[config.mk]
export PLATFORM = sky130hd
export DESIGN_NAME = boot_frame_receiver_top_flat
export DESIGN_NICKNAME = d
export VERILOG_FILES = /design/src/rtl/bfr_pkg.sv /design/src/rtl/bfr_if.sv /design/src/rtl/bfr_parser.sv /design/src/rtl/boot_frame_receiver_top.sv /design/src/flat_wrapper.sv
export SDC_FILE = /design/constraint.sdc
export NUM_CORES = 1
export LEC_CHECK = 0
export BUFFER_PORTS_ARGS = -buffer_cell sky130_fd_sc_hd__buf_2
export CORE_UTILIZATION = 55
export CTS_CLUSTER_DIAMETER = 120
export DETAILED_ROUTE_END_ITERATION = 8
export HOLD_SLACK_MARGIN = 0.05
export PLACE_DENSITY = 0.75
export SYNTH_ARGS = -nofsm -noshare
export SYNTH_HDL_FRONTEND = slang
export SYNTH_SLANG_ARGS = --single-unit
[constraint.sdc]
create_clock -name clk -period 2.9 [get_ports clk]
set_clock_uncertainty 0.15 [all_clocks]
set_input_delay 0.145 -clock clk [delete_from_list [all_inputs] [get_ports clk]]
set_output_delay 0.145 -clock clk [all_outputs]
set_load 0.005 [all_outputs]
[src/rtl/bfr_pkg.sv]
`timescale 1ns / 1ps
`default_nettype none

package bfr_pkg;

  localparam int CFG_IDX_W  = 1;
  localparam int CFG_DATA_W = 8;

  localparam logic [CFG_IDX_W-1:0] REG_START_MARKER = 1'b0;
  localparam logic [CFG_IDX_W-1:0] REG_FRAME_ID     = 1'b1;

  localparam logic [7:0] START_MARKER_RST = 8'hFE;
  localparam logic [7:0] FRAME_ID_RST     = 8'h4D;
  localparam logic [7:0] EXT_LEN_CODE     = 8'hFF;

  localparam logic OP_RECEIVE = 1'b0;
  localparam logic OP_CLEAR   = 1'b1;

  localparam logic [1:0] ST_NONE     = 2'd0;
  localparam logic [1:0] ST_ACCEPT   = 2'd1;
  localparam logic [1:0] ST_REJECT   = 2'd2;
  localparam logic [1:0] ST_OVERSIZE = 2'd3;

  typedef enum logic [3:0] {
    PH_SOF  = 4'd0,
    PH_LEN  = 4'd1,
    PH_ID   = 4'd2,
    PH_CMD  = 4'd3,
    PH_DATA = 4'd4,
    PH_FCS  = 4'd5,
    PH_XL1  = 4'd6,
    PH_XL2  = 4'd7,
    PH_XL3  = 4'd8,
    PH_XL4  = 4'd9
  } phase_t;

  typedef struct packed {
    logic       operation;
    logic [7:0] data_byte;
    logic       chunk_end;
  } in_item_t;

  typedef struct packed {
    logic [1:0]  status;
    logic [7:0]  command;
    logic        payload_valid;
    logic [7:0]  payload_byte;
    logic [7:0]  payload_index;
    logic [31:0] frame_length;
    logic        chunk_accepted;
  } result_t;

endpackage

`default_nettype wire

[src/rtl/bfr_if.sv]
`timescale 1ns / 1ps
`default_nettype none

interface bfr_in_if;
  logic       valid;
  logic       ready;
  logic       operation;
  logic [7:0] data_byte;
  logic       chunk_end;

  modport source (output valid, output operation, output data_byte, output chunk_end,
                  input ready);
  modport sink   (input valid, input operation, input data_byte, input chunk_end,
                  output ready);
endinterface

interface bfr_out_if;
  logic        valid;
  logic        ready;
  logic [1:0]  status;
  logic [7:0]  command;
  logic        payload_valid;
  logic [7:0]  payload_byte;
  logic [7:0]  payload_index;
  logic [31:0] frame_length;
  logic        chunk_accepted;

  modport source (output valid, output status, output command, output payload_valid,
                  output payload_byte, output payload_index, output frame_length,
                  output chunk_accepted, input ready);
  modport sink   (input valid, input status, input command, input payload_valid,
                  input payload_byte, input payload_index, input frame_length,
                  input chunk_accepted, output ready);
endinterface

`default_nettype wire

[src/rtl/bfr_parser.sv]
`timescale 1ns / 1ps
`default_nettype none

module bfr_parser #(
  parameter int MAX_PAYLOAD = 255
) (
  input  wire logic             clk,
  input  wire logic             rst,
  input  wire logic             step,
  input  wire bfr_pkg::in_item_t item,
  input  wire logic [7:0]       start_marker,
  input  wire logic [7:0]       expected_frame_id,
  output bfr_pkg::result_t      res
);
  import bfr_pkg::*;

  localparam logic [7:0] MaxCount = 8'(MAX_PAYLOAD);

  phase_t      phase, phase_next;
  logic [31:0] declared_length, declared_length_next;
  logic [7:0]  payload_count, payload_count_next;
  logic [7:0]  command_seen, command_seen_next;
  logic [7:0]  running_check, running_check_next;
  logic [7:0]  frame_id_seen, frame_id_seen_next;

  always_ff @(posedge clk) begin
    if (rst) begin
      phase           <= PH_SOF;
      declared_length <= '0;
      payload_count   <= '0;
      command_seen    <= '0;
      running_check   <= '0;
      frame_id_seen   <= '0;
    end else if (step) begin
      phase           <= phase_next;
      declared_length <= declared_length_next;
      payload_count   <= payload_count_next;
      command_seen    <= command_seen_next;
      running_check   <= running_check_next;
      frame_id_seen   <= frame_id_seen_next;
    end
  end

  always_comb begin
    logic [7:0] ch;
    logic [7:0] check_base;
    logic [1:0] status;
    logic [7:0] count_inc;
    ch                   = item.data_byte;
    check_base           = running_check;
    status               = ST_NONE;
    count_inc            = payload_count + 8'd1;
    phase_next           = phase;
    declared_length_next = declared_length;
    payload_count_next   = payload_count;
    command_seen_next    = command_seen;
    frame_id_seen_next   = frame_id_seen;
    res.payload_valid    = 1'b0;
    res.payload_byte     = '0;
    res.payload_index    = '0;

    if (item.operation == OP_CLEAR) begin
      phase_next           = PH_SOF;
      declared_length_next = '0;
      payload_count_next   = '0;
      command_seen_next    = '0;
      frame_id_seen_next   = '0;
      running_check_next   = '0;
    end else begin
      case (phase)
        PH_SOF: begin
          if (ch == start_marker) begin
            phase_next         = PH_LEN;
            payload_count_next = '0;
          end
        end
        PH_LEN: begin
          declared_length_next = {24'h0, ch};
          check_base           = '0;
          phase_next           = PH_ID;
        end
        PH_ID: begin
          frame_id_seen_next = ch;
          phase_next         = PH_CMD;
        end
        PH_CMD: begin
          command_seen_next = ch;
          if (declared_length == 32'h0) begin
            phase_next = PH_FCS;
          end else if (declared_length == {24'h0, EXT_LEN_CODE}) begin
            phase_next = PH_XL1;
          end else begin
            phase_next = PH_DATA;
          end
        end
        PH_XL1: begin
          declared_length_next = {24'h0, ch};
          phase_next           = PH_XL2;
        end
        PH_XL2: begin
          declared_length_next = declared_length + {16'h0, ch, 8'h0};
          phase_next           = PH_XL3;
        end
        PH_XL3: begin
          declared_length_next = declared_length + {8'h0, ch, 16'h0};
          phase_next           = PH_XL4;
        end
        PH_XL4: begin
          declared_length_next = declared_length + {ch, 24'h0};
          phase_next = (declared_length_next != 32'h0) ? PH_DATA : PH_FCS;
        end
        PH_DATA: begin
          if (payload_count >= MaxCount) begin
            phase_next = PH_SOF;
            status     = ST_OVERSIZE;
          end else begin
            res.payload_valid  = 1'b1;
            res.payload_byte   = ch;
            res.payload_index  = payload_count;
            payload_count_next = count_inc;
            if ({24'h0, count_inc} == declared_length) begin
              phase_next = PH_FCS;
            end
          end
        end
        PH_FCS: begin
          if (running_check == ch && frame_id_seen == expected_frame_id) begin
            status = ST_ACCEPT;
          end else begin
            status = ST_REJECT;
          end
          phase_next = PH_SOF;
        end
        default: begin
          phase_next = PH_SOF;
        end
      endcase
      running_check_next = check_base ^ ch;
    end

    res.status         = status;
    res.command        = command_seen_next;
    res.frame_length   = declared_length_next;
    res.chunk_accepted = item.chunk_end && (status == ST_ACCEPT);
  end

endmodule

`default_nettype wire

[src/rtl/boot_frame_receiver_top.sv]
`timescale 1ns / 1ps
`default_nettype none

// Byte-serial deframer for bootloader response frames.
// req carries one item per received byte: operation (receive or clear),
// data_byte and chunk_end. rsp returns exactly one result per item, in
// order: frame status, current command, the payload byte with its index
// when the byte is payload, the declared length and chunk_accepted.
// Items pass an input register and then the parser into the result
// register, which loads from the parser when the input register holds an
// item and the result register is empty or being read.
// One item per cycle is sustained while rsp is ready; the only loop is
// the per-byte parser state update, one step per cycle.
// If rsp stalls, the result register holds and the input register still
// takes one more item; req.ready drops only when both are full.
// The config port (cfg_we, cfg_index, cfg_data) sets the start marker and
// expected frame id; write only while the block is idle.
// Synchronous reset empties both registers, returns the parser to waiting
// for a start byte and restores the default marker and frame id.

module boot_frame_receiver_top #(
  parameter int MAX_PAYLOAD = 255
) (
  input wire logic                              clk,
  input wire logic                              rst,
  input wire logic                              cfg_we,
  input wire logic [bfr_pkg::CFG_IDX_W-1:0]     cfg_index,
  input wire logic [bfr_pkg::CFG_DATA_W-1:0]    cfg_data,
  bfr_in_if.sink                                req,
  bfr_out_if.source                             rsp
);
  import bfr_pkg::*;

  logic [7:0] start_marker;
  logic [7:0] expected_frame_id;

  logic       in_valid;
  in_item_t   in_item;
  logic       out_valid;
  result_t    out_res;
  result_t    res;
  logic       advance;
  logic       step;

  assign advance   = !out_valid || rsp.ready;
  assign step      = in_valid && advance;
  assign req.ready = !in_valid || advance;

  always_ff @(posedge clk) begin
    if (rst) begin
      start_marker      <= START_MARKER_RST;
      expected_frame_id <= FRAME_ID_RST;
    end else if (cfg_we) begin
      case (cfg_index)
        REG_START_MARKER: start_marker      <= cfg_data;
        REG_FRAME_ID:     expected_frame_id <= cfg_data;
        default: ;
      endcase
    end
  end

  always_ff @(posedge clk) begin
    if (rst) begin
      in_valid <= 1'b0;
    end else if (req.ready) begin
      in_valid <= req.valid;
    end
  end

  always_ff @(posedge clk) begin
    if (req.ready && req.valid) begin
      in_item.operation <= req.operation;
      in_item.data_byte <= req.data_byte;
      in_item.chunk_end <= req.chunk_end;
    end
  end

  bfr_parser #(
    .MAX_PAYLOAD (MAX_PAYLOAD)
  ) u_parser (
    .clk               (clk),
    .rst               (rst),
    .step              (step),
    .item              (in_item),
    .start_marker      (start_marker),
    .expected_frame_id (expected_frame_id),
    .res               (res)
  );

  always_ff @(posedge clk) begin
    if (rst) begin
      out_valid <= 1'b0;
    end else if (step) begin
      out_valid <= 1'b1;
    end else if (rsp.ready) begin
      out_valid <= 1'b0;
    end
  end

  always_ff @(posedge clk) begin
    if (step) begin
      out_res <= res;
    end
  end

  assign rsp.valid          = out_valid;
  assign rsp.status         = out_res.status;
  assign rsp.command        = out_res.command;
  assign rsp.payload_valid  = out_res.payload_valid;
  assign rsp.payload_byte   = out_res.payload_byte;
  assign rsp.payload_index  = out_res.payload_index;
  assign rsp.frame_length   = out_res.frame_length;
  assign rsp.chunk_accepted = out_res.chunk_accepted;

endmodule

`default_nettype wire
[src/flat_wrapper.sv]
// flat-port wrapper written by rule: the top's interface ports become plain ports
module boot_frame_receiver_top_flat import bfr_pkg::*;
#(
  parameter int MAX_PAYLOAD = 255
)
  (clk, rst, cfg_we, cfg_index, cfg_data, req_valid, req_operation, req_data_byte, req_chunk_end, req_ready, rsp_valid, rsp_status, rsp_command, rsp_payload_valid, rsp_payload_byte, rsp_payload_index, rsp_frame_length, rsp_chunk_accepted, rsp_ready);
  bfr_in_if req_i ();
  bfr_out_if rsp_i ();
  input wire logic clk;
  input wire logic rst;
  input wire logic cfg_we;
  input wire logic [bfr_pkg::CFG_IDX_W-1:0] cfg_index;
  input wire logic [bfr_pkg::CFG_DATA_W-1:0] cfg_data;
  input wire logic [$bits(req_i.valid)-1:0] req_valid;
  input wire logic [$bits(req_i.operation)-1:0] req_operation;
  input wire logic [$bits(req_i.data_byte)-1:0] req_data_byte;
  input wire logic [$bits(req_i.chunk_end)-1:0] req_chunk_end;
  output wire logic [$bits(req_i.ready)-1:0] req_ready;
  output wire logic [$bits(rsp_i.valid)-1:0] rsp_valid;
  output wire logic [$bits(rsp_i.status)-1:0] rsp_status;
  output wire logic [$bits(rsp_i.command)-1:0] rsp_command;
  output wire logic [$bits(rsp_i.payload_valid)-1:0] rsp_payload_valid;
  output wire logic [$bits(rsp_i.payload_byte)-1:0] rsp_payload_byte;
  output wire logic [$bits(rsp_i.payload_index)-1:0] rsp_payload_index;
  output wire logic [$bits(rsp_i.frame_length)-1:0] rsp_frame_length;
  output wire logic [$bits(rsp_i.chunk_accepted)-1:0] rsp_chunk_accepted;
  input wire logic [$bits(rsp_i.ready)-1:0] rsp_ready;
  assign req_i.valid = req_valid;
  assign req_i.operation = req_operation;
  assign req_i.data_byte = req_data_byte;
  assign req_i.chunk_end = req_chunk_end;
  assign req_ready = req_i.ready;
  assign rsp_valid = rsp_i.valid;
  assign rsp_status = rsp_i.status;
  assign rsp_command = rsp_i.command;
  assign rsp_payload_valid = rsp_i.payload_valid;
  assign rsp_payload_byte = rsp_i.payload_byte;
  assign rsp_payload_index = rsp_i.payload_index;
  assign rsp_frame_length = rsp_i.frame_length;
  assign rsp_chunk_accepted = rsp_i.chunk_accepted;
  assign rsp_i.ready = rsp_ready;
  boot_frame_receiver_top #(.MAX_PAYLOAD(MAX_PAYLOAD)) u_core (.clk(clk), .rst(rst), .cfg_we(cfg_we), .cfg_index(cfg_index), .cfg_data(cfg_data), .req(req_i), .rsp(rsp_i));
endmodule
==> results.toml <==
[status]
status = "complete, but fails checks"
violations = "setup timing"

[clock_network]
cts_tree = "done"
cts_sinks = 156
cts_buffers = 17
cts.reportedPaths.clkPinSlew_ns = 0.07
h-tree-depth = 4
clockBufferDepth = 2
clk_latency_ns = 0.43
cts_root_buffer = "clkbuf_16"

[routing]
drt_wl_total_um = 26300
vias = 8486
drc = 0
avgRoutedWirePerCell_um = 19.3
dr.pass1.iters = 6
drt-initial-drc-count = 973
routed_via_density = 6.24
postRouteAntennaNets = 0

[floorplan]
initial_utilization = 0.570
core-area_um2 = 16100
fp.dieH_um = 131
die_area_um2 = 17200
ios = 86
rows = 46
die_w_um = 131

[synthesis]
synthFlopType = "dfxtp_1"
ys_seq_elements = 156
synth_warnings = 0
syn-cell-area_um2 = 9150
ys_types = 92
synth-seq-area-share = 0.418
synth_edf_count = 70
syn-num-nets = 1060
syn_avg_cell_area_um2 = 9.07
async_flop_share = 0
synthCells = 1009

[hold_path]
hold_start = "req_data_byte[5]"
hp-class = "in -> reg"
whs_path_depth = 2
whs_endpoint = "u_core.in_item[6]"

[layout]
final_common_cell = "nand2_1"
final_cell_mix = "nand2_1 (131), a21oi_1 (102), dfxtp_1 (86)"
fill_cells = 1245
layout.area.seq_um2 = 3820
antennaDiodeCount = 0
area_growth_pct = 19.7
multi_input_area_um2 = 5000
fin_nets = 1183
drive_gt1_frac = 0.200

[power]
switching_power_mw = 1.36
seqPwrFrac = 0.461
p_int_mw = 3.83
p_leak_nw = 4.19
comb_power_share = 0.091
p_clk_frac = 0.449
powerDensity_nw_per_um2 = 474
irDropWorstVdd_mv = 0.395
switching_share = 0.262

[worst_setup_path]
required_ns = 2.93
ff2ff_path_depth = 7
cp-start-kind = "flop"
cp.arrival_ns = 2.94
r2r_slack_ns = -0.007
critPathKind = "reg -> reg"
crit_fanout = 7
end_kind = "flop"
timing.rr.end = "u_core.rsp.frame_length[29]"
timing.rr.start = "u_core.in_item[2]"

[run]
drv_cap = 0

[sta]
hold_slack_ns = 0.273
relSlewSlack = 0.391
report.final.slew_viol_count = 0
period_share = 1.00
post-route-min-period_ns = 2.91
clock.fmax_mhz = 344
setup_viol_count_final = 1
fin_ws_ns = -0.00734
final_hold_viol_count = 0
worst_pin_slew_ns = 0.911

[grt]
grt_pass1_vias = 7663
grt_pass1_wl_um = 40300
grt_max_degree = 60
antenna_found_initial = 0
grt_use_total = 0.310
overflow = 0

[placement]
place_congestion = 0.975
pre_cts_slack_ns = 0.0205
port_buffers = 85
dp_hpwl_um = 17900
==> how the worst max path moves through the flow <==
stage | from | end | slack [ns] | cells past startpoint
after floorplan | u_core.in_item[1] | u_core.rsp.frame_length[26] | 0.26 | 8
after global placement | u_core.in_item[5] | u_core.rsp.frame_length[31] | 0.06 | 7
after detailed placement | u_core.in_item[5] | u_core.rsp.frame_length[31] | 0.02 | 7
after CTS | u_core.in_item[1] | u_core.rsp.frame_length[20] | 0.0009 | 9
after global routing | u_core.in_item[2] | u_core.rsp.frame_length[31] | -0.06 | 9
final | u_core.in_item[2] | u_core.rsp.frame_length[29] | -0.007 | 7
==> what timing repair did <==
item | 4_1_cts | 5_1_grt
hold endpoints to repair | 30 | 0
gates resized for setup | 0 | 21
setup buffers | 0 | 5
hold buffers | 25 | 0
endpoints found under the setup margin | 0 | 21
==> power groups by stage <==
stage | registers (mW) | clock network (mW) | logic, mW
3_3_place_gp | 2.44 | 0 | 0.419
4_1_cts | 2.39 | 2.34 | 0.452
3_5_place_dp | 2.44 | 0 | 0.424
5_1_grt | 2.40 | 2.42 | 0.508
2_1_floorplan | 2.44 | 0 | 0.267
6_report | 2.39 | 2.33 | 0.471
==> synthesized netlist by cell type (all sizes together), types with 16 or more instances <==
master,number,area share
a21oi,108,0.062
a31oi,16,0.011
and3,24,0.016
buf,38,0.025
clkbuf,37,0.015
dfxtp,86,0.19
edfxtp,70,0.23
ha,24,0.033
mux2i,21,0.023
nand2,131,0.054
nand3,31,0.017
nand4,18,0.013
nor2,71,0.033
o21ai,41,0.023
xnor2,51,0.049
==> per-stage QoR <==
stage          TNS [ns]   util  cells  area [µm²]  total power, mW
2_1_floorplan         0      -   1009        9150             2.70
3_3_place_gp          0  0.621   1299        9970             2.86
3_5_place_dp          0  0.621   1299        9970             2.87
4_1_cts               0  0.675   1356       10800             5.18
5_1_grt         -0.0557  0.682   1361       11000             5.33
6_report       -0.00734  0.682   1361       11000             5.19
==> flip-flops by register name, indices dropped and copies added, names as in the netlist <==
name                             flops
u_core.u_parser.command_seen         8
u_core.rsp.valid                     1
u_core.rsp.payload_valid             1
u_core.rsp.payload_byte              8
u_core.u_parser.declared_length     32
u_core.expected_frame_id             8
u_core.rsp.frame_length             32
u_core.rsp.payload_index             8
u_core.u_parser.running_check        8
u_core.u_parser.phase                4
u_core.u_parser.frame_id_seen        8
u_core.rsp.status                    2
u_core.in_valid                      1
u_core.in_item                      10
u_core.start_marker                  8
u_core.rsp.chunk_accepted            1
u_core.rsp.command                   8
u_core.u_parser.payload_count        8
==> layout make-up <==
type / instances / share of cell area
clock buffer: 18 / 0.0411
tap: 216 / 0.0247
sequential: 156 / 0.349
multi-input combinational: 766 / 0.456
inverter: 12 / 0.00423
timing repair buffer: 179 / 0.109
clock inverter: 14 / 0.0155
==> cells by family after synthesis <==
family / after synthesis / share of synthesized area
flip-flops: 156 / 0.418
buffers and inverters: 87 / 0.0452
multiplexers: 25 / 0.0279
adder cells (fa/ha/maj): 27 / 0.0394
AND/OR/NAND/NOR: 377 / 0.214
AO/OA/AOI/OAI: 274 / 0.196
XOR/XNOR: 63 / 0.0603
==> per-layer routing <==
metal  track usage  up-vias  wire length, µm  share of wire
met5             0        -                0              0
met4        0.0967        0              635          0.024
met3        0.0586       53             2110          0.080
met2         0.491      388            12200           0.46
met1         0.429     4098            11400           0.43
li1              -     3947                -              -
==> critical path: stages, from the launching register on <==
cell and delay [ns]:
edfxtp_1 0.56, ha_1 0.39, a211oi_2 0.27, and4bb_4 0.28, o2111ai_1 0.29, mux2_2 0.37
a22oi_1 0.23, a21oi_1 0.11
Note: power is estimated with default switching activity, not from simulation.
